File: src/gmfb_pkg.sv
package gmfb_pkg;

	localparam int SEQ_W      = 21;
	localparam int IDX_W      = 20;
	localparam int DIM_W      = 11;
	localparam int THR_W      = 31;
	localparam int N_W        = 23;
	localparam int SQ_W       = 62;
	localparam int FIFO_DEPTH = 16;   // power of two

	localparam int DEF_MAX_WIDTH  = 1024;
	localparam int DEF_MAX_HEIGHT = 1024;
	localparam int DEF_COORD_BITS = 32;

	localparam logic [THR_W-1:0] THR_RESET = 31'd655;
	localparam logic [DIM_W-1:0] W_RESET   = 11'd640;
	localparam logic [DIM_W-1:0] H_RESET   = 11'd480;

	typedef enum logic [1:0] {
		REG_THRESHOLD = 2'd0,
		REG_WIDTH     = 2'd1,
		REG_HEIGHT    = 2'd2
	} cfg_reg_t;

	typedef struct packed {
		logic             busy;
		logic [SEQ_W-1:0] k;
		logic [DIM_W-1:0] col;
		logic [DIM_W-1:0] w;
		logic [N_W-1:0]   n;
		logic [THR_W-1:0] thr;
		logic [SQ_W-1:0]  thr_sq;
	} seq_t;

	typedef struct packed {
		logic [IDX_W-1:0] third;
		logic [IDX_W-1:0] second;
		logic [IDX_W-1:0] first;
		logic             last;
	} face_t;

endpackage

File: src/gmfb_seq.sv
module gmfb_seq
	import gmfb_pkg::*;
#(
	parameter int MAX_WIDTH  = DEF_MAX_WIDTH,
	parameter int MAX_HEIGHT = DEF_MAX_HEIGHT,
	parameter int DEPTH      = 2 * DEF_MAX_WIDTH + 1,
	parameter int AW         = $clog2(2 * DEF_MAX_WIDTH + 1)
) (
	input  logic             clk,
	input  logic             arst_n,
	input  logic             cfg_we,
	input  logic [1:0]       cfg_index,
	input  logic [THR_W-1:0] cfg_data,
	input  logic             advance,
	output seq_t             st,
	output logic [AW-1:0]    slot
);

	localparam int CNT_W = $clog2(SEQ_W + 2);
	localparam int BIT_W = $clog2(SEQ_W);
	localparam logic [CNT_W-1:0] CNT_START = CNT_W'(SEQ_W + 1);

	logic [THR_W-1:0] thr_q;
	logic [DIM_W-1:0] w_q, h_q, w_eff, h_eff;
	logic [SEQ_W-1:0] k_q;
	logic [DIM_W-1:0] col_q, rem_q, rem_next;
	logic [AW-1:0]    slot_q;
	logic [N_W-1:0]   n_q, k1;
	logic [SQ_W-1:0]  thr_sq_q;
	logic [CNT_W-1:0] cnt_q;
	logic [BIT_W-1:0] bit_idx;
	logic [DIM_W:0]   r2;
	logic             frame_end;

	always_comb begin
		if (w_q == '0) w_eff = DIM_W'(1);
		else if (32'(w_q) > MAX_WIDTH) w_eff = DIM_W'(MAX_WIDTH);
		else w_eff = w_q;
		if (h_q == '0) h_eff = DIM_W'(1);
		else if (32'(h_q) > MAX_HEIGHT) h_eff = DIM_W'(MAX_HEIGHT);
		else h_eff = h_q;
	end

	always_ff @(posedge clk) begin
		n_q      <= N_W'(w_eff) * N_W'(h_eff);
		thr_sq_q <= SQ_W'(thr_q) * SQ_W'(thr_q);
	end

	// column of k recomputed bit-serially after reset and after every config write
	always_comb begin
		bit_idx  = BIT_W'(cnt_q - CNT_W'(1));
		r2       = {rem_q, k_q[bit_idx]};
		rem_next = (r2 >= {1'b0, w_eff}) ? DIM_W'(r2 - {1'b0, w_eff}) : DIM_W'(r2);
		k1        = N_W'(k_q) + N_W'(1);
		frame_end = k1 >= (n_q + N_W'(w_eff));
	end

	always_ff @(posedge clk or negedge arst_n) begin
		if (!arst_n) begin
			thr_q  <= THR_RESET;
			w_q    <= W_RESET;
			h_q    <= H_RESET;
			k_q    <= '0;
			col_q  <= '0;
			slot_q <= '0;
			rem_q  <= '0;
			cnt_q  <= CNT_START;
		end else if (cfg_we) begin
			cnt_q <= CNT_START;
			unique case (cfg_reg_t'(cfg_index))
				REG_THRESHOLD: thr_q <= cfg_data;
				REG_WIDTH:     w_q   <= cfg_data[DIM_W-1:0];
				REG_HEIGHT:    h_q   <= cfg_data[DIM_W-1:0];
				default: ;
			endcase
		end else if (cnt_q == CNT_START) begin
			rem_q <= '0;
			cnt_q <= cnt_q - CNT_W'(1);
		end else if (cnt_q != '0) begin
			rem_q <= rem_next;
			if (cnt_q == CNT_W'(1)) col_q <= rem_next;
			cnt_q <= cnt_q - CNT_W'(1);
		end else if (advance) begin
			if (frame_end) begin
				k_q    <= '0;
				col_q  <= '0;
				slot_q <= '0;
			end else begin
				k_q    <= SEQ_W'(k1);
				col_q  <= (col_q + DIM_W'(1) == w_eff) ? '0 : col_q + DIM_W'(1);
				slot_q <= (32'(slot_q) + 1 == DEPTH) ? '0 : slot_q + AW'(1);
			end
		end
	end

	always_comb begin
		st.busy   = cnt_q != '0;
		st.k      = k_q;
		st.col    = col_q;
		st.w      = w_eff;
		st.n      = n_q;
		st.thr    = thr_q;
		st.thr_sq = thr_sq_q;
		slot      = slot_q;
	end

endmodule

File: config.mk
export PLATFORM = sky130hd
export DESIGN_NAME = gmfb_seq
export DESIGN_NICKNAME = d
export VERILOG_FILES = /design/src/gmfb_pkg.sv /design/src/gmfb_seq.sv
export SDC_FILE = /design/constraint.sdc
export NUM_CORES = 2
export LEC_CHECK = 0
export BUFFER_PORTS_ARGS = -buffer_cell sky130_fd_sc_hd__buf_2
export CORE_ASPECT_RATIO = 1.4
export CORE_MARGIN = 4
export CORE_UTILIZATION = 35
export CTS_CLUSTER_SIZE = 24
export DETAILED_ROUTE_END_ITERATION = 12
export GPL_TIMING_DRIVEN = 0
export PLACE_DENSITY_LB_ADDON = 0.05
export SYNTH_ARGS = -nofsm -noshare
export SYNTH_HDL_FRONTEND = slang
export SYNTH_SLANG_ARGS = --single-unit
File: constraint.sdc
create_clock -name clk -period 9.4 [get_ports clk]
set_clock_uncertainty 0.15 [all_clocks]
set_input_delay 0.94 -clock clk [delete_from_list [all_inputs] [get_ports clk]]
set_output_delay 0.94 -clock clk [all_outputs]
set_load 0.02 [all_outputs]
==> impl_metrics.prom <==
# TYPE chip_impl_metric gauge
chip_impl_metric{name="ctsHtreeMaxLevel",unit=""} 4
chip_impl_metric{name="synth_enable_flop_cells",unit=""} 0
chip_impl_info{name="critical_path.top_delay_family",value="adder cells"} 1
chip_impl_metric{name="final_design_area_no_fill",unit="µm²"} 43990
chip_impl_info{name="run_status",value="completed"} 1
chip_impl_metric{name="tritoncts.num_buffers",unit=""} 17
chip_impl_info{name="synth_top_area_cell",value="sky130_fd_sc_hd__fa_1"} 1
chip_impl_metric{name="post_route_cells_drive_above_1_share",unit="%"} 9.301
chip_impl_metric{name="dp_cells",unit=""} 6011
chip_impl_metric{name="critPathMaxStageDelay",unit="ns"} 0.69
chip_impl_metric{name="synth_top_cell_area_share",unit="%"} 41.24
chip_impl_metric{name="post-dp-hpwl",unit="mm"} 120.3
chip_impl_metric{name="synth.cell_area",unit="µm²"} 40290
chip_impl_info{name="cts_root_buffer",value="sky130_fd_sc_hd__clkbuf_16"} 1
chip_impl_info{name="setup.worst_path.end_class",value="flop"} 1
chip_impl_info{name="sort_of_element_at_the_start_of_the_critical_path",value="flop"} 1
chip_impl_metric{name="worstPathRequired",unit="ns"} 9.67
chip_impl_info{name="min-delay-path-class",value="in2async"} 1
chip_impl_metric{name="areaGrowthSynthToFinish",unit="%"} 9.193
chip_impl_metric{name="vias",unit=""} 29770
chip_impl_metric{name="setup_viol",unit=""} 0
chip_impl_metric{name="normalized_max_slew_margin",unit="%"} 30.78
chip_impl_metric{name="synthArstFlopShare",unit="%"} 57.65
chip_impl_metric{name="clock_insertion_delay_worst_skew",unit="ns"} 0.55
chip_impl_metric{name="floorplan.initialDensity",unit="%"} 35.16
chip_impl_metric{name="cts-hold-fix-buffers",unit=""} 0
chip_impl_metric{name="grt_antenna_before_repair",unit=""} 19
chip_impl_metric{name="achievable-frequency",unit="MHz"} 108.3
chip_impl_metric{name="dieHeight",unit="µm"} 409.4
chip_impl_info{name="timing_worst_setup_path_type",value="reg2reg"} 1
chip_impl_metric{name="slew_violations",unit=""} 0
chip_impl_info{name="unrepaired_setup_endpoints_after_global_routing",value="yes"} 1
chip_impl_metric{name="floorplan.core_area",unit="µm²"} 114600
chip_impl_metric{name="num-nets-final",unit=""} 5784
chip_impl_metric{name="yosysWarningCount",unit=""} 0
chip_impl_metric{name="nFillCells",unit=""} 11840
chip_impl_metric{name="grt_start_max_net_pins",unit=""} 83
chip_impl_metric{name="finalCriticalPeriod",unit="ns"} 9.231
chip_impl_info{name="tritoncts",value="yes"} 1
chip_impl_metric{name="detail_route.wl_per_cell",unit="µm"} 23.73
chip_impl_metric{name="critical_path_peak_fanout",unit=""} 10
chip_impl_metric{name="cts_buffer_depth",unit=""} 2
chip_impl_metric{name="place.port_buffers",unit=""} 205
chip_impl_info{name="critical-path-top-cell-by-count",value="sky130_fd_sc_hd__fa_1"} 1
chip_impl_metric{name="timing.max_cap.violations",unit=""} 0
chip_impl_metric{name="ys_seq_elements",unit=""} 196
chip_impl_metric{name="floorplan.die_area",unit="µm²"} 120700
chip_impl_metric{name="clock_sink_count",unit=""} 196
chip_impl_info{name="synth.most_common_cell",value="sky130_fd_sc_hd__inv_1"} 1
chip_impl_metric{name="dr.pass1.iters",unit=""} 5
chip_impl_metric{name="yosysUniqueCellTypes",unit=""} 80
chip_impl_info{name="crit_path_top_delay_cell",value="sky130_fd_sc_hd__clkbuf_1"} 1
chip_impl_metric{name="grt_pass1_vias",unit=""} 33030
chip_impl_metric{name="postPlaceCellArea",unit="µm²"} 43220
chip_impl_metric{name="worst_setup_hold_path_clk_slew",unit="ns"} 0.09
chip_impl_metric{name="synth-seq-area-share",unit="%"} 11.19
chip_impl_metric{name="post_synth_inst_count",unit=""} 4314
chip_impl_metric{name="timing.final.crit_share",unit="%"} 98.20
chip_impl_info{name="yosys-top-cells-count",value="1065 x sky130_fd_sc_hd__inv_1, 830 x sky130_fd_sc_hd__fa_1, 434 x sky130_fd_sc_hd__nand2_1, 382 x sky130_fd_sc_hd__ha_1, 192 x sky130_fd_sc_hd__and2_1"} 1
chip_impl_metric{name="final_standard_cell_count_with_taps_included_and_fillers_excluded",unit=""} 6048
chip_impl_metric{name="grt_usage",unit="%"} 24.56
chip_impl_metric{name="hold_viol",unit=""} 0
chip_impl_info{name="synth_flop_cell",value="sky130_fd_sc_hd__dfrtp_1"} 1
chip_impl_metric{name="gp_routability_congestion",unit=""} 0.9112
chip_impl_metric{name="wl",unit="mm"} 143.5
chip_impl_info{name="crit_chain",value="clkbuf_2 -> clkbuf_1 -> nand2_1 -> fa_1 -> inv_1 -> fa_1 -> fa_1 -> fa_1 -> fa_1 -> fa_1 -> fa_1 -> fa_1 -> ha_1 -> and3_1 -> a221o_1 -> a21oi_1 -> o2111a_1 -> a21oi_4 -> buf_12 -> a221o_1 -> a211oi_2 -> o21ai_1 -> a21oi_1 -> xnor2_1"} 1
chip_impl_metric{name="rows",unit=""} 147
chip_impl_metric{name="wire_length_of_the_first_global_routing_pass",unit="mm"} 215.4
chip_impl_metric{name="die-width",unit="µm"} 294.7
chip_impl_metric{name="worst_ep_arrival_time",unit="ns"} 9.50
chip_impl_metric{name="detailedRoute.firstIterationViolations",unit=""} 1625
chip_impl_metric{name="synth_area_per_cell",unit="µm²"} 9.339
chip_impl_metric{name="worstMarginPinSlew",unit="ns"} 1.038
chip_impl_metric{name="cp.buffers_inverters",unit=""} 4
chip_impl_metric{name="drc_errors",unit=""} 0
chip_impl_metric{name="vias_per_cell",unit=""} 4.922
chip_impl_info{name="netlist_top_cells_area",value="sky130_fd_sc_hd__fa_1 41%, sky130_fd_sc_hd__ha_1 12%, sky130_fd_sc_hd__inv_1 9.9%, sky130_fd_sc_hd__dfrtp_1 6.1%, sky130_fd_sc_hd__dfxtp_1 4.1%"} 1
chip_impl_metric{name="sum_of_overflow_across_all_layers_after_global_routing",unit=""} 0
chip_impl_metric{name="i_o_pin_total",unit=""} 209
chip_impl_metric{name="drt.antenna.violating_nets",unit=""} 0
==> repair_timing <==
action | CTS | global route
cloned | 0 | 0
hold endpoints to repair | 0 | 0
endpoints found under the setup margin | 26 | 13
setup buffers | 0 | 5
pin swaps | 0 | 1
resized for setup | 74 | 53
==> worst reg2reg max path: stages (launching register included) <==
cell and delay [ns]:
sky130_fd_sc_hd__dfrtp_1 0.61, sky130_fd_sc_hd__clkbuf_2 0.50, sky130_fd_sc_hd__clkbuf_1 0.70, sky130_fd_sc_hd__nand2_1 0.16
sky130_fd_sc_hd__fa_1 0.57, sky130_fd_sc_hd__inv_1 0.09, sky130_fd_sc_hd__fa_1 0.45, sky130_fd_sc_hd__fa_1 0.51
sky130_fd_sc_hd__fa_1 0.44, sky130_fd_sc_hd__fa_1 0.54, sky130_fd_sc_hd__fa_1 0.43, sky130_fd_sc_hd__fa_1 0.51
sky130_fd_sc_hd__fa_1 0.42, sky130_fd_sc_hd__ha_1 0.42, sky130_fd_sc_hd__and3_1 0.25, sky130_fd_sc_hd__a221o_1 0.39
sky130_fd_sc_hd__a21oi_1 0.29, sky130_fd_sc_hd__o2111a_1 0.32, sky130_fd_sc_hd__a21oi_4 0.08, sky130_fd_sc_hd__buf_12 0.14
sky130_fd_sc_hd__a221o_1 0.39, sky130_fd_sc_hd__a211oi_2 0.28, sky130_fd_sc_hd__o21ai_1 0.14, sky130_fd_sc_hd__a21oi_1 0.25
sky130_fd_sc_hd__xnor2_1 0.10
==> sequential cells by signal (all words and copies together), names as in the netlist <==
signal,cells
k_q,21
n_q,22
w_q,11
slot,12
thr_sq_q,61
h_q,11
col_q,11
rem_q,11
thr_q,31
cnt_q,5
==> cell type report <==
type	count	area, µm²	share of cell area (%)
Multi-Input combinational cell	2881	31160	70.83
Sequential cell	196	4522	10.28
Timing Repair Buffer	211	1110	2.523
Buffer	147	671.9	1.527
Tap cell	1490	1864	4.238
Clock buffer	22	454.2	1.032
Inverter	1081	4066	9.243
Clock inverter	10	118.9	0.2702
Antenna cell	10	25.02	0.05688
==> layout by cell type (no fill, tap or decap), types with 9 or more instances in the layout <==
| cell | Yosys | layout |
|---|---|---|
| sky130_fd_sc_hd__dfstp_2 | 15 | 15 |
| sky130_fd_sc_hd__or3_1 | 10 | 10 |
| sky130_fd_sc_hd__clkbuf_2 | 0 | 49 |
| sky130_fd_sc_hd__nand2_1 | 434 | 434 |
| sky130_fd_sc_hd__o21bai_1 | 20 | 19 |
| sky130_fd_sc_hd__clkbuf_4 | 0 | 9 |
| sky130_fd_sc_hd__clkbuf_1 | 150 | 80 |
| sky130_fd_sc_hd__diode_2 | 0 | 10 |
| sky130_fd_sc_hd__or2_2 | 9 | 9 |
| sky130_fd_sc_hd__o21ai_1 | 14 | 14 |
| sky130_fd_sc_hd__a31oi_1 | 20 | 20 |
| sky130_fd_sc_hd__inv_2 | 10 | 10 |
| sky130_fd_sc_hd__nor3_1 | 26 | 26 |
| sky130_fd_sc_hd__mux2i_1 | 10 | 10 |
| sky130_fd_sc_hd__nand2b_1 | 27 | 27 |
| sky130_fd_sc_hd__inv_1 | 1065 | 1065 |
| sky130_fd_sc_hd__nand3_1 | 54 | 54 |
| sky130_fd_sc_hd__xnor2_1 | 112 | 112 |
| sky130_fd_sc_hd__xor2_1 | 56 | 56 |
| sky130_fd_sc_hd__a22o_1 | 10 | 10 |
| sky130_fd_sc_hd__fa_1 | 830 | 830 |
| sky130_fd_sc_hd__and3_1 | 31 | 31 |
| sky130_fd_sc_hd__mux2_2 | 42 | 42 |
| sky130_fd_sc_hd__dfrtp_1 | 98 | 89 |
| sky130_fd_sc_hd__o21ai_0 | 87 | 87 |
| sky130_fd_sc_hd__nor2b_1 | 27 | 27 |
| sky130_fd_sc_hd__nand4_1 | 20 | 20 |
| sky130_fd_sc_hd__nor2_1 | 165 | 163 |
| sky130_fd_sc_hd__ha_1 | 382 | 382 |
| sky130_fd_sc_hd__a21oi_1 | 103 | 103 |
| sky130_fd_sc_hd__buf_2 | 2 | 210 |
| sky130_fd_sc_hd__and2_1 | 192 | 192 |
| sky130_fd_sc_hd__clkbuf_16 | 0 | 17 |
| sky130_fd_sc_hd__dfxtp_1 | 83 | 83 |
| sky130_fd_sc_hd__a21o_1 | 74 | 74 |
==> worst paths after layout <==
path	from	to	slack (ns)	cells after the start
max in group asynchronous	arst_n	thr_q[5]	8.16	2
min	arst_n	k_q[18]	0.14	1
min reg2reg	rem_q[10]	rem_q[10]	0.38	1
min in group clk	rem_q[10]	rem_q[10]	0.38	1
max	thr_q[30]	thr_sq_q[61]	0.17	24
max reg2reg	thr_q[30]	thr_sq_q[61]	0.17	24
==> layer usage <==
layer	global-route usage [%]	routed length [µm]
met2	45.08	75320
met5	0	51
met1	28.41	53580
met3	3.286	7203
met4	10.68	7380
==> per-stage QoR <==
| stage | TNS [ns] | worst slack (ns) | hold slack [ns] | util [%] |
|---|---|---|---|---|
| detailed placement | -18.34 | -1.228 | 0.3557 | 37.72 |
| finish | 0 | 0.1692 | 0.1355 | 38.39 |
| floorplan | 0 | 1.522 | 0.3215 | - |
| CTS | -0.05746 | -0.05746 | 0.1125 | 38.30 |
| global route | -0.1385 | -0.08656 | 0.1363 | 38.37 |
| global placement | -21.25 | -1.369 | 0.3519 | 37.69 |
==> cells by family after synthesis <==
family                     share of synthesized area [%]
muxes                                              1.758
buffers and inverters                              11.56
xor gates and xnor gates                           3.652
other                                           0.009308
adders and majority gates                          53.11
DFF                                                11.19
and+or+nand+nor                                    12.05
AOI/OAI and AO/OA                                  6.674
Power is left out: the tool's default activity adds up to more than one toggle a clock period on the data nets, which glitch-free logic cannot reach.
