[src/gmfb_pkg.sv]
package gmfb_pkg;

	localparam int SEQ_W      = 21;
	localparam int IDX_W      = 20;
	localparam int DIM_W      = 11;
	localparam int THR_W      = 31;
	localparam int N_W        = 23;
	localparam int SQ_W       = 62;
	localparam int FIFO_DEPTH = 16;   // power of two

	localparam int DEF_MAX_WIDTH  = 1024;
	localparam int DEF_MAX_HEIGHT = 1024;
	localparam int DEF_COORD_BITS = 32;

	localparam logic [THR_W-1:0] THR_RESET = 31'd655;
	localparam logic [DIM_W-1:0] W_RESET   = 11'd640;
	localparam logic [DIM_W-1:0] H_RESET   = 11'd480;

	typedef enum logic [1:0] {
		REG_THRESHOLD = 2'd0,
		REG_WIDTH     = 2'd1,
		REG_HEIGHT    = 2'd2
	} cfg_reg_t;

	typedef struct packed {
		logic             busy;
		logic [SEQ_W-1:0] k;
		logic [DIM_W-1:0] col;
		logic [DIM_W-1:0] w;
		logic [N_W-1:0]   n;
		logic [THR_W-1:0] thr;
		logic [SQ_W-1:0]  thr_sq;
	} seq_t;

	typedef struct packed {
		logic [IDX_W-1:0] third;
		logic [IDX_W-1:0] second;
		logic [IDX_W-1:0] first;
		logic             last;
	} face_t;

endpackage

[src/gmfb_fifo.sv]
module gmfb_fifo
	import gmfb_pkg::*;
#(
	parameter int DEPTH = FIFO_DEPTH
) (
	input  logic                       clk,
	input  logic                       arst_n,
	input  logic [1:0]                 push_cnt,
	input  face_t                      push0,
	input  face_t                      push1,
	input  logic                       pop,
	output face_t                      head,
	output logic                       not_empty,
	output logic [$clog2(DEPTH+1)-1:0] count
);

	localparam int PW = $clog2(DEPTH);
	localparam int CW = $clog2(DEPTH + 1);

	face_t         mem_q [DEPTH];
	logic [PW-1:0] wr_q, rd_q;
	logic [CW-1:0] cnt_q;

	always_ff @(posedge clk) begin
		if (push_cnt != 2'd0) mem_q[wr_q] <= push0;
		if (push_cnt == 2'd2) mem_q[wr_q + PW'(1)] <= push1;
	end

	always_ff @(posedge clk or negedge arst_n) begin
		if (!arst_n) begin
			wr_q  <= '0;
			rd_q  <= '0;
			cnt_q <= '0;
		end else begin
			wr_q  <= wr_q + PW'(push_cnt);
			if (pop) rd_q <= rd_q + PW'(1);
			cnt_q <= cnt_q + CW'(push_cnt) - CW'(pop);
		end
	end

	assign head      = mem_q[rd_q];
	assign not_empty = cnt_q != '0;
	assign count     = cnt_q;

endmodule

[config.mk]
export PLATFORM = sky130hd
export DESIGN_NAME = gmfb_fifo
export DESIGN_NICKNAME = d
export VERILOG_FILES = /design/src/gmfb_pkg.sv /design/src/gmfb_fifo.sv
export SDC_FILE = /design/constraint.sdc
export NUM_CORES = 1
export LEC_CHECK = 0
export BUFFER_PORTS_ARGS = -buffer_cell sky130_fd_sc_hd__buf_2
export CAP_MARGIN = 20
export CORE_UTILIZATION = 62
export CTS_CLUSTER_DIAMETER = 50
export DETAILED_ROUTE_END_ITERATION = 8
export PLACE_DENSITY = 0.8
export SYNTH_ARGS = -nofsm -noshare
export SYNTH_HDL_FRONTEND = slang
export SYNTH_SLANG_ARGS = --single-unit
[constraint.sdc]
create_clock -name clk -period 7.6 [get_ports clk]
set_input_delay 1.52 -clock clk [delete_from_list [all_inputs] [get_ports clk]]
set_output_delay 1.52 -clock clk [all_outputs]
set_load 0.005 [all_outputs]
==> results_tabular.tex, run 1 <==
\begin{tabular}{lr}
\hline
Metric & Value \\
\hline
\multicolumn{2}{l}{\textbf{Global route}} \\
Number of antenna violations at the first check in global routing & 19 \\
Global-route wire length before repair & 192.0 mm \\
GRT Total Usage & 0.3239 \\
Total gr overflow & 0 \\
Number of global-route vias before repair & 29350 \\
Pin count of the biggest net entering global routing & 141 \\
\multicolumn{2}{l}{\textbf{Clock tree}} \\
Insertion delay of the later-clocked pin in the worst-skew pair & 0.67 ns \\
Root Buffer & sky130\_fd\_sc\_hd\_\_clkbuf\_16 \\
Number of hold-repair buffers added at the cts stage & 0 \\
TritonCTS Sinks & between 900 and 1000 \\
Clock tree from TritonCTS & done \\
Longest Clk Path Bufs & 3 \\
Number of clock buffers inserted by TritonCTS & 111 \\
Maximum level of the CTS H-tree & 3 \\
Post-cts repair resize count & 0 \\
Post-CTS setup buffer count & 0 \\
Clock input transition at the sequential cells of the worst setup and hold paths & 0.06 ns \\
\multicolumn{2}{l}{\textbf{Critical path}} \\
Worst reg2reg path depth & 4 \\
Type of destination of the critical path & primary output \\
Endpoint required time on the critical path & $\sim$6.1 ns \\
Origin of the worst setup path & rd\_q[0] \\
FF-to-FF Start & wr\_q[3] \\
FF-to-FF End & mem\_q[14][48] \\
Critical path type & flip-flop to primary output \\
Startpoint kind of the worst setup timing path & flip-flop \\
Arrival time of the worst setup path & approximately 3.8 ns \\
Register-to-Register Setup Slack & 3.87 ns \\
CP Capture Point & head[22] \\
Critical-path maximum fanout & 45 \\
\multicolumn{2}{l}{\textbf{Die}} \\
Top-Level Pins & approximately 190 \\
Floorplan die area & 80740 µm² \\
Height of the die & roughly 280 µm \\
Core area & 78870 µm² \\
Number of core rows & slightly above 100 \\
Die outline width & 284.1 µm \\
Initial core utilization & 0.6258 \\
\multicolumn{2}{l}{\textbf{Route}} \\
Routed WL & 130.0 mm \\
Met3 wire length & 12.75 mm \\
Total number of vias & roughly 28000 \\
Antenna Violating Nets Remaining & 0 \\
Met1 wire length & 48.06 mm \\
Top Metal Used & met5 \\
Number of remaining DRC errors & 0 \\
Wire length per cell & 32.31 µm \\
Number of DRC violations after detailed-routing iteration 0 & 3383 \\
Number of detailed-routing iterations run before antenna repair & 5 \\
Detailed route wirelength on metal2 & $\sim$65 mm \\
Via density per instance & $\sim$7 \\
\multicolumn{2}{l}{\textbf{Pwr}} \\
Power share of the clock group & 0.292 \\
Logic gate share of total power & 0.314 \\
Power Total & around 19000 µW \\
Static leakage & about 0.018 µW \\
Worst VDD drop & around 0.00040 V \\
Total power density per cell area & 350.4 nW/µm² \\
Part of the total power dissipated in sequential elements & 0.394 \\
Net switching component of the power & 6081 µW \\
Fraction of power spent switching nets & 0.3153 \\
Cell internal power dissipation & 13200 µW \\
\multicolumn{2}{l}{\textbf{Placement}} \\
HPWL after detailed placement & 68.40 mm \\
Port Buf Inserts & a little under 200 \\
Routability Congestion & around 0.8 \\
Placed Cells & about 3800 \\
\multicolumn{2}{l}{\textbf{Timing}} \\
Final count of negative-setup-slack endpoints & 0 \\
Shortest period the worst path allows & 5.268 ns \\
Worst slew slack as a fraction of its limit & 0.2287 \\
Final setup TNS & 0 ns \\
RSZ-0062 raised after global routing & false \\
Hold slack final & 0.6419 ns \\
Worst-margin pin slew & 1.157 ns \\
Fraction of the cycle the final worst path needs & 0.6932 \\
Top achievable clock speed & 0.1898 GHz \\
Fin Clk Skew & 0.02228 ns \\
Final number of hold-violating endpoints & 0 \\
Number of max-slew violations in the final report & 0 \\
\multicolumn{2}{l}{\textbf{Yosys}} \\
Yosys warnings & 0 \\
Syn nets & 2947 \\
Register area share after synthesis & 0.6004 \\
Most used flip-flop cell after synthesis & sky130\_fd\_sc\_hd\_\_edfxtp\_1 \\
Mean cell area of the mapped netlist & 17.58 µm² \\
Number of register bits inferred by synthesis & about 1000 \\
EDFF count, synth & 976 \\
Number of distinct standard cells referenced by the synthesized netlist & 42 \\
Cell Area, Synth & slightly below 50000 µm² \\
Synthesized netlist cell count & approximately 2800 \\
Proportion of register bits with asynchronous set or reset after synthesis & 0.01314 \\
\multicolumn{2}{l}{\textbf{Worst hold path}} \\
Hold/Removal Path Class & flip-flop to flip-flop \\
\multicolumn{2}{l}{\textbf{Run status}} \\
Result of the run & finished clean \\
\multicolumn{2}{l}{\textbf{Finish}} \\
Multi-input logic area & 18630 µm² \\
Final non-filler cell total & 4022 \\
Final Core Density & 0.6979 \\
Fill count & 4982 \\
Register area & 29640 µm² \\
Synth-to-Final Area Change & 11.53\% \\
Proportion of layout cells with a drive suffix above 1 & 0.5431 \\
Final \#Nets & 3007 \\
\multicolumn{2}{l}{\textbf{Flow run}} \\
Max-cap violations & 0 \\
\hline
\end{tabular}
-- worst min-delay path by stage --
stage             start        to  cells past startpoint
6_report       count[4]  count[4]                      2
5_1_grt        count[4]  count[4]                      2
4_1_cts        count[4]  count[4]                      2
3_5_place_dp   count[4]  count[4]                      2
3_3_place_gp   count[4]  count[4]                      2
2_1_floorplan   rd_q[3]   rd_q[3]                      1
-- synth_stat cells (3+ instances only) --
library cell	instances	area, µm²
sky130_fd_sc_hd__a21oi_1	7	35.03
sky130_fd_sc_hd__a22oi_1	122	915.9
sky130_fd_sc_hd__buf_1	12	45.04
sky130_fd_sc_hd__buf_2	101	505.5
sky130_fd_sc_hd__buf_6	6	67.56
sky130_fd_sc_hd__clkbuf_1	191	716.9
sky130_fd_sc_hd__dfrtp_1	13	325.3
sky130_fd_sc_hd__edfxtp_1	976	29310
sky130_fd_sc_hd__ha_1	10	125.1
sky130_fd_sc_hd__inv_1	9	33.78
sky130_fd_sc_hd__mux2_1	74	833.3
sky130_fd_sc_hd__mux2_2	903	10170
sky130_fd_sc_hd__mux4_2	244	5495
sky130_fd_sc_hd__nand2_1	66	247.7
sky130_fd_sc_hd__nand2b_1	5	31.28
sky130_fd_sc_hd__nand3_1	7	35.03
sky130_fd_sc_hd__nand4_1	4	25.02
sky130_fd_sc_hd__nor2_1	14	52.55
sky130_fd_sc_hd__nor2b_1	5	31.28
sky130_fd_sc_hd__nor4_2	3	37.54
sky130_fd_sc_hd__xnor2_1	3	26.28
sky130_fd_sc_hd__xor2_1	6	52.55
-- kinds of logic after synthesis --
kind of cell	share of synthesized area
AO/OA/AOI/OAI	0.02079
XOR/XNOR	0.001597
adder cells (fa/ha/maj)	0.003346
buffers and inverters	0.02781
flip-flops	0.6004
multiplexers	0.3345
AND/OR/NAND/NOR	0.01156
-- power groups by stage --
stage	combinational (µW)	clock (µW)	sequential [µW]
after floorplan	3980	0	7520
final	6050	5630	7600
after global placement	5880	0	7630
after CTS	6020	5670	7600
after global routing	6360	5870	7680
after detailed placement	5980	0	7710
-- cell usage in the layout, fill, tap and decap left out, types with 9 or more instances in the layout --
cell type,Yosys,routed
sky130_fd_sc_hd__a22oi_1,122,122
sky130_fd_sc_hd__buf_2,101,193
sky130_fd_sc_hd__buf_4,0,57
sky130_fd_sc_hd__bufinv_16,0,20
sky130_fd_sc_hd__clkbuf_1,191,17
sky130_fd_sc_hd__clkbuf_16,0,115
sky130_fd_sc_hd__clkinv_1,1,22
sky130_fd_sc_hd__clkinv_2,0,16
sky130_fd_sc_hd__dfrtp_1,13,11
sky130_fd_sc_hd__diode_2,0,11
sky130_fd_sc_hd__edfxtp_1,976,976
sky130_fd_sc_hd__ha_1,10,10
sky130_fd_sc_hd__inv_1,9,9
sky130_fd_sc_hd__mux2_1,74,74
sky130_fd_sc_hd__mux2_2,903,903
sky130_fd_sc_hd__mux4_2,244,244
sky130_fd_sc_hd__nand2_1,66,65
sky130_fd_sc_hd__nor2_4,0,9
-- registers in the layout (all words and copies together), names as in the netlist --
name and flops:
rd_q 4, wr_q 4, count 5, mem_q 976
-- stage by stage --
stage / instance area (µm²) / worst slack (ns)
global route: 55040 / 2.049
CTS: 54960 / 2.239
floorplan: 49350 / 0.2580
global placement: 51100 / 2.957
finish: 55040 / 2.332
detailed placement: 51120 / 2.954
-- per-layer routing --
layer,GRT usage,vias to the layer above
met5,0,-
met4,0.1195,16
met3,0.07103,278
met2,0.5341,1491
met1,0.4244,14720
li1,-,11510
-- layout make-up --
class,count,area share
Sequential cell,989,0.5385
Multi-Input combinational cell,1499,0.3385
Clock buffer,132,0.05344
Timing Repair Buffer,257,0.02814
Tap cell,1050,0.02387
Clock inverter,74,0.01637
Inverter,10,0.0006819
Antenna cell,11,0.0005001
-- critical path, cell delays in order (launching register included) --
cell	delay [ns]
sky130_fd_sc_hd__dfrtp_4	1.08
sky130_fd_sc_hd__buf_4	0.78
sky130_fd_sc_hd__mux4_2	0.60
sky130_fd_sc_hd__a22oi_1	0.34
sky130_fd_sc_hd__nand2_1	0.11
sky130_fd_sc_hd__buf_2	0.14
Power figures use the tool's default switching activity.
==> run 2: changes to the inputs <==
clock period = 5.42 ns   (was 7.6 ns; I/O delays follow)
==> results_tabular.tex, run 2 (synthesis results as in run 1) <==
\begin{tabular}{lr}
\hline
Metric & Value \\
\hline
\multicolumn{2}{l}{\textbf{Run status}} \\
Result of the run & finished clean \\
\multicolumn{2}{l}{\textbf{Route}} \\
Total number of vias & around 28000 \\
Antenna Violating Nets Remaining & 0 \\
Number of remaining DRC errors & 0 \\
Via density per instance & around 7 \\
Wire length per cell & 32.08 µm \\
Number of DRC violations after detailed-routing iteration 0 & 3121 \\
Number of detailed-routing iterations run before antenna repair & 5 \\
Routed WL & 128.5 mm \\
\multicolumn{2}{l}{\textbf{Finish}} \\
Post-route design area & 54860 µm² \\
Synth-to-Final Area Change & 11.16\% \\
Fill count & 4924 \\
Register containing the most flip-flops in the final layout & mem\_q \\
Commonest cells after routing, fill and taps aside & 976 x sky130\_fd\_sc\_hd\_\_edfxtp\_1, 903 x sky130\_fd\_sc\_hd\_\_mux2\_2, 244 x sky130\_fd\_sc\_hd\_\_mux4\_2 \\
Proportion of layout cells with a drive suffix above 1 & 0.5389 \\
Number of flip-flops under the largest register name & 976 \\
Commonest non-fill, non-tap cell in the layout & sky130\_fd\_sc\_hd\_\_edfxtp\_1 \\
Final \#Nets & 3002 \\
Final non-filler cell total & between 4000 and 5000 \\
\multicolumn{2}{l}{\textbf{Timing}} \\
Fin Clk Skew & 0.01764 ns \\
RSZ-0062 raised after global routing & false \\
Final worst setup slack & 1.141 ns \\
Fraction of the cycle the final worst path needs & 0.7894 \\
Number of max-slew violations in the final report & 0 \\
Worst-margin pin slew & 1.194 ns \\
Final number of hold-violating endpoints & 0 \\
Final setup TNS & 0 ns \\
Top achievable clock speed & 0.2337 GHz \\
Shortest period the worst path allows & 4.279 ns \\
Final count of negative-setup-slack endpoints & 0 \\
Worst slew slack as a fraction of its limit & 0.2039 \\
\multicolumn{2}{l}{\textbf{Critical path}} \\
Critical path type & flip-flop to primary output \\
Startpoint kind of the worst setup timing path & flip-flop \\
Arrival time of the worst setup path & 3.19 ns \\
Register-to-Register Setup Slack & $\sim$1.8 ns \\
Type of destination of the critical path & primary output \\
Endpoint required time on the critical path & between 4 and 5 ns \\
FF-to-FF End & mem\_q[3][38] \\
Critical-path maximum fanout & 43 \\
CP Capture Point & head[47] \\
Origin of the worst setup path & rd\_q[0] \\
FF-to-FF Start & wr\_q[3] \\
Worst reg2reg path depth & 4 \\
\multicolumn{2}{l}{\textbf{Global route}} \\
Global-route wire length before repair & 191.5 mm \\
Number of global-route vias before repair & 29620 \\
Pin count of the biggest net entering global routing & 82 \\
GRT Total Usage & 0.3209 \\
Total gr overflow & 0 \\
Number of antenna violations at the first check in global routing & 14 \\
\multicolumn{2}{l}{\textbf{Die}} \\
Height of the die & 284.1 µm \\
Die outline width & between 200 and 300 µm \\
Number of core rows & 103 \\
Core area & 78870 µm² \\
Floorplan die area & between 80000 and 90000 µm² \\
Top-Level Pins & roughly 190 \\
Initial core utilization & 0.6258 \\
\multicolumn{2}{l}{\textbf{Clock tree}} \\
TritonCTS Sinks & between 900 and 1000 \\
Root Buffer & sky130\_fd\_sc\_hd\_\_clkbuf\_16 \\
Number of hold-repair buffers added at the cts stage & 0 \\
Maximum level of the CTS H-tree & 3 \\
Post-CTS setup buffer count & 0 \\
Number of clock buffers inserted by TritonCTS & 105 \\
Longest Clk Path Bufs & 3 \\
Post-cts repair resize count & 0 \\
Clock tree from TritonCTS & done \\
Clock input transition at the sequential cells of the worst setup and hold paths & 0.06 ns \\
Insertion delay of the later-clocked pin in the worst-skew pair & 0.67 ns \\
\multicolumn{2}{l}{\textbf{Flow run}} \\
Max-cap violations & 0 \\
\multicolumn{2}{l}{\textbf{Placement}} \\
Placed Cells & 3806 \\
HPWL after detailed placement & 71.26 mm \\
Routability Congestion & 0.8164 \\
Pre-CTS setup slack & $\sim$1.2 ns \\
Placed instance area & around 50000 µm² \\
Port Buf Inserts & between 150 and 200 \\
\multicolumn{2}{l}{\textbf{Pwr}} \\
Power Total & between 20000 and 30000 µW \\
Worst VDD drop & 0.0003548 V \\
Total power density per cell area & 483.5 nW/µm² \\
Static leakage & 0.01817 µW \\
\multicolumn{2}{l}{\textbf{Worst hold path}} \\
Hold/Removal Path Class & input pin to asynchronous set/reset pin \\
\hline
\end{tabular}
run 2: routing by layer:
layer	wire, µm	global-route usage	up-vias	part of all wire
li1	-	-	11480	-
met1	49060	0.4370	14740	0.38
met2	63650	0.5271	1595	0.50
met3	12310	0.06075	239	0.096
met4	3449	0.1005	8	0.027
met5	57	0	-	0.00044
run 2: layout make-up:
cell class | count | area [µm²] | area share
sequential | 989 | 29640 | 0.5403
clock buffer | 123 | 2738 | 0.04990
clock inverter | 64 | 743.2 | 0.01355
timing repair buffer | 258 | 1712 | 0.03120
inverter | 10 | 37.54 | 0.0006842
multi-input combinational | 1499 | 18650 | 0.3399
antenna | 13 | 32.53 | 0.0005930
tap | 1050 | 1314 | 0.02395
run 2: critical path: stages (launching register included):
cell and delay [ns]:
sky130_fd_sc_hd__dfrtp_4 0.57, sky130_fd_sc_hd__buf_12 0.29, sky130_fd_sc_hd__buf_12 0.38, sky130_fd_sc_hd__mux4_2 0.55, sky130_fd_sc_hd__a22oi_1 0.39, sky130_fd_sc_hd__nand2_1 0.14, sky130_fd_sc_hd__buf_2 0.15
run 2: where the power goes:
part	switching, µW	internal (µW)	total, µW
Combinational	4990	3690	8680
Sequential	496	10100	10500
Clock	2990	4310	7300
Total	8470	18100	26500
run 2: through the flow:
step / hold slack, ns / util
floorplan: 0.4931 / -
global placement: 0.6037 / 0.6507
detailed placement: 0.6204 / 0.6511
CTS: 0.3212 / 0.6952
global route: 0.3369 / 0.6953
finish: 0.3276 / 0.6956
run 2: how the worst min path moves through the flow:
stage          endpoint  slack (ns)  depth (start not counted)     start
2_1_floorplan   rd_q[3]        0.49                          1   rd_q[3]
3_3_place_gp   count[4]        0.60                          2  count[4]
3_5_place_dp   count[4]        0.62                          2  count[3]
4_1_cts        count[4]        0.32                          1    arst_n
5_1_grt        count[2]        0.34                          1    arst_n
6_report       count[1]        0.33                          1    arst_n
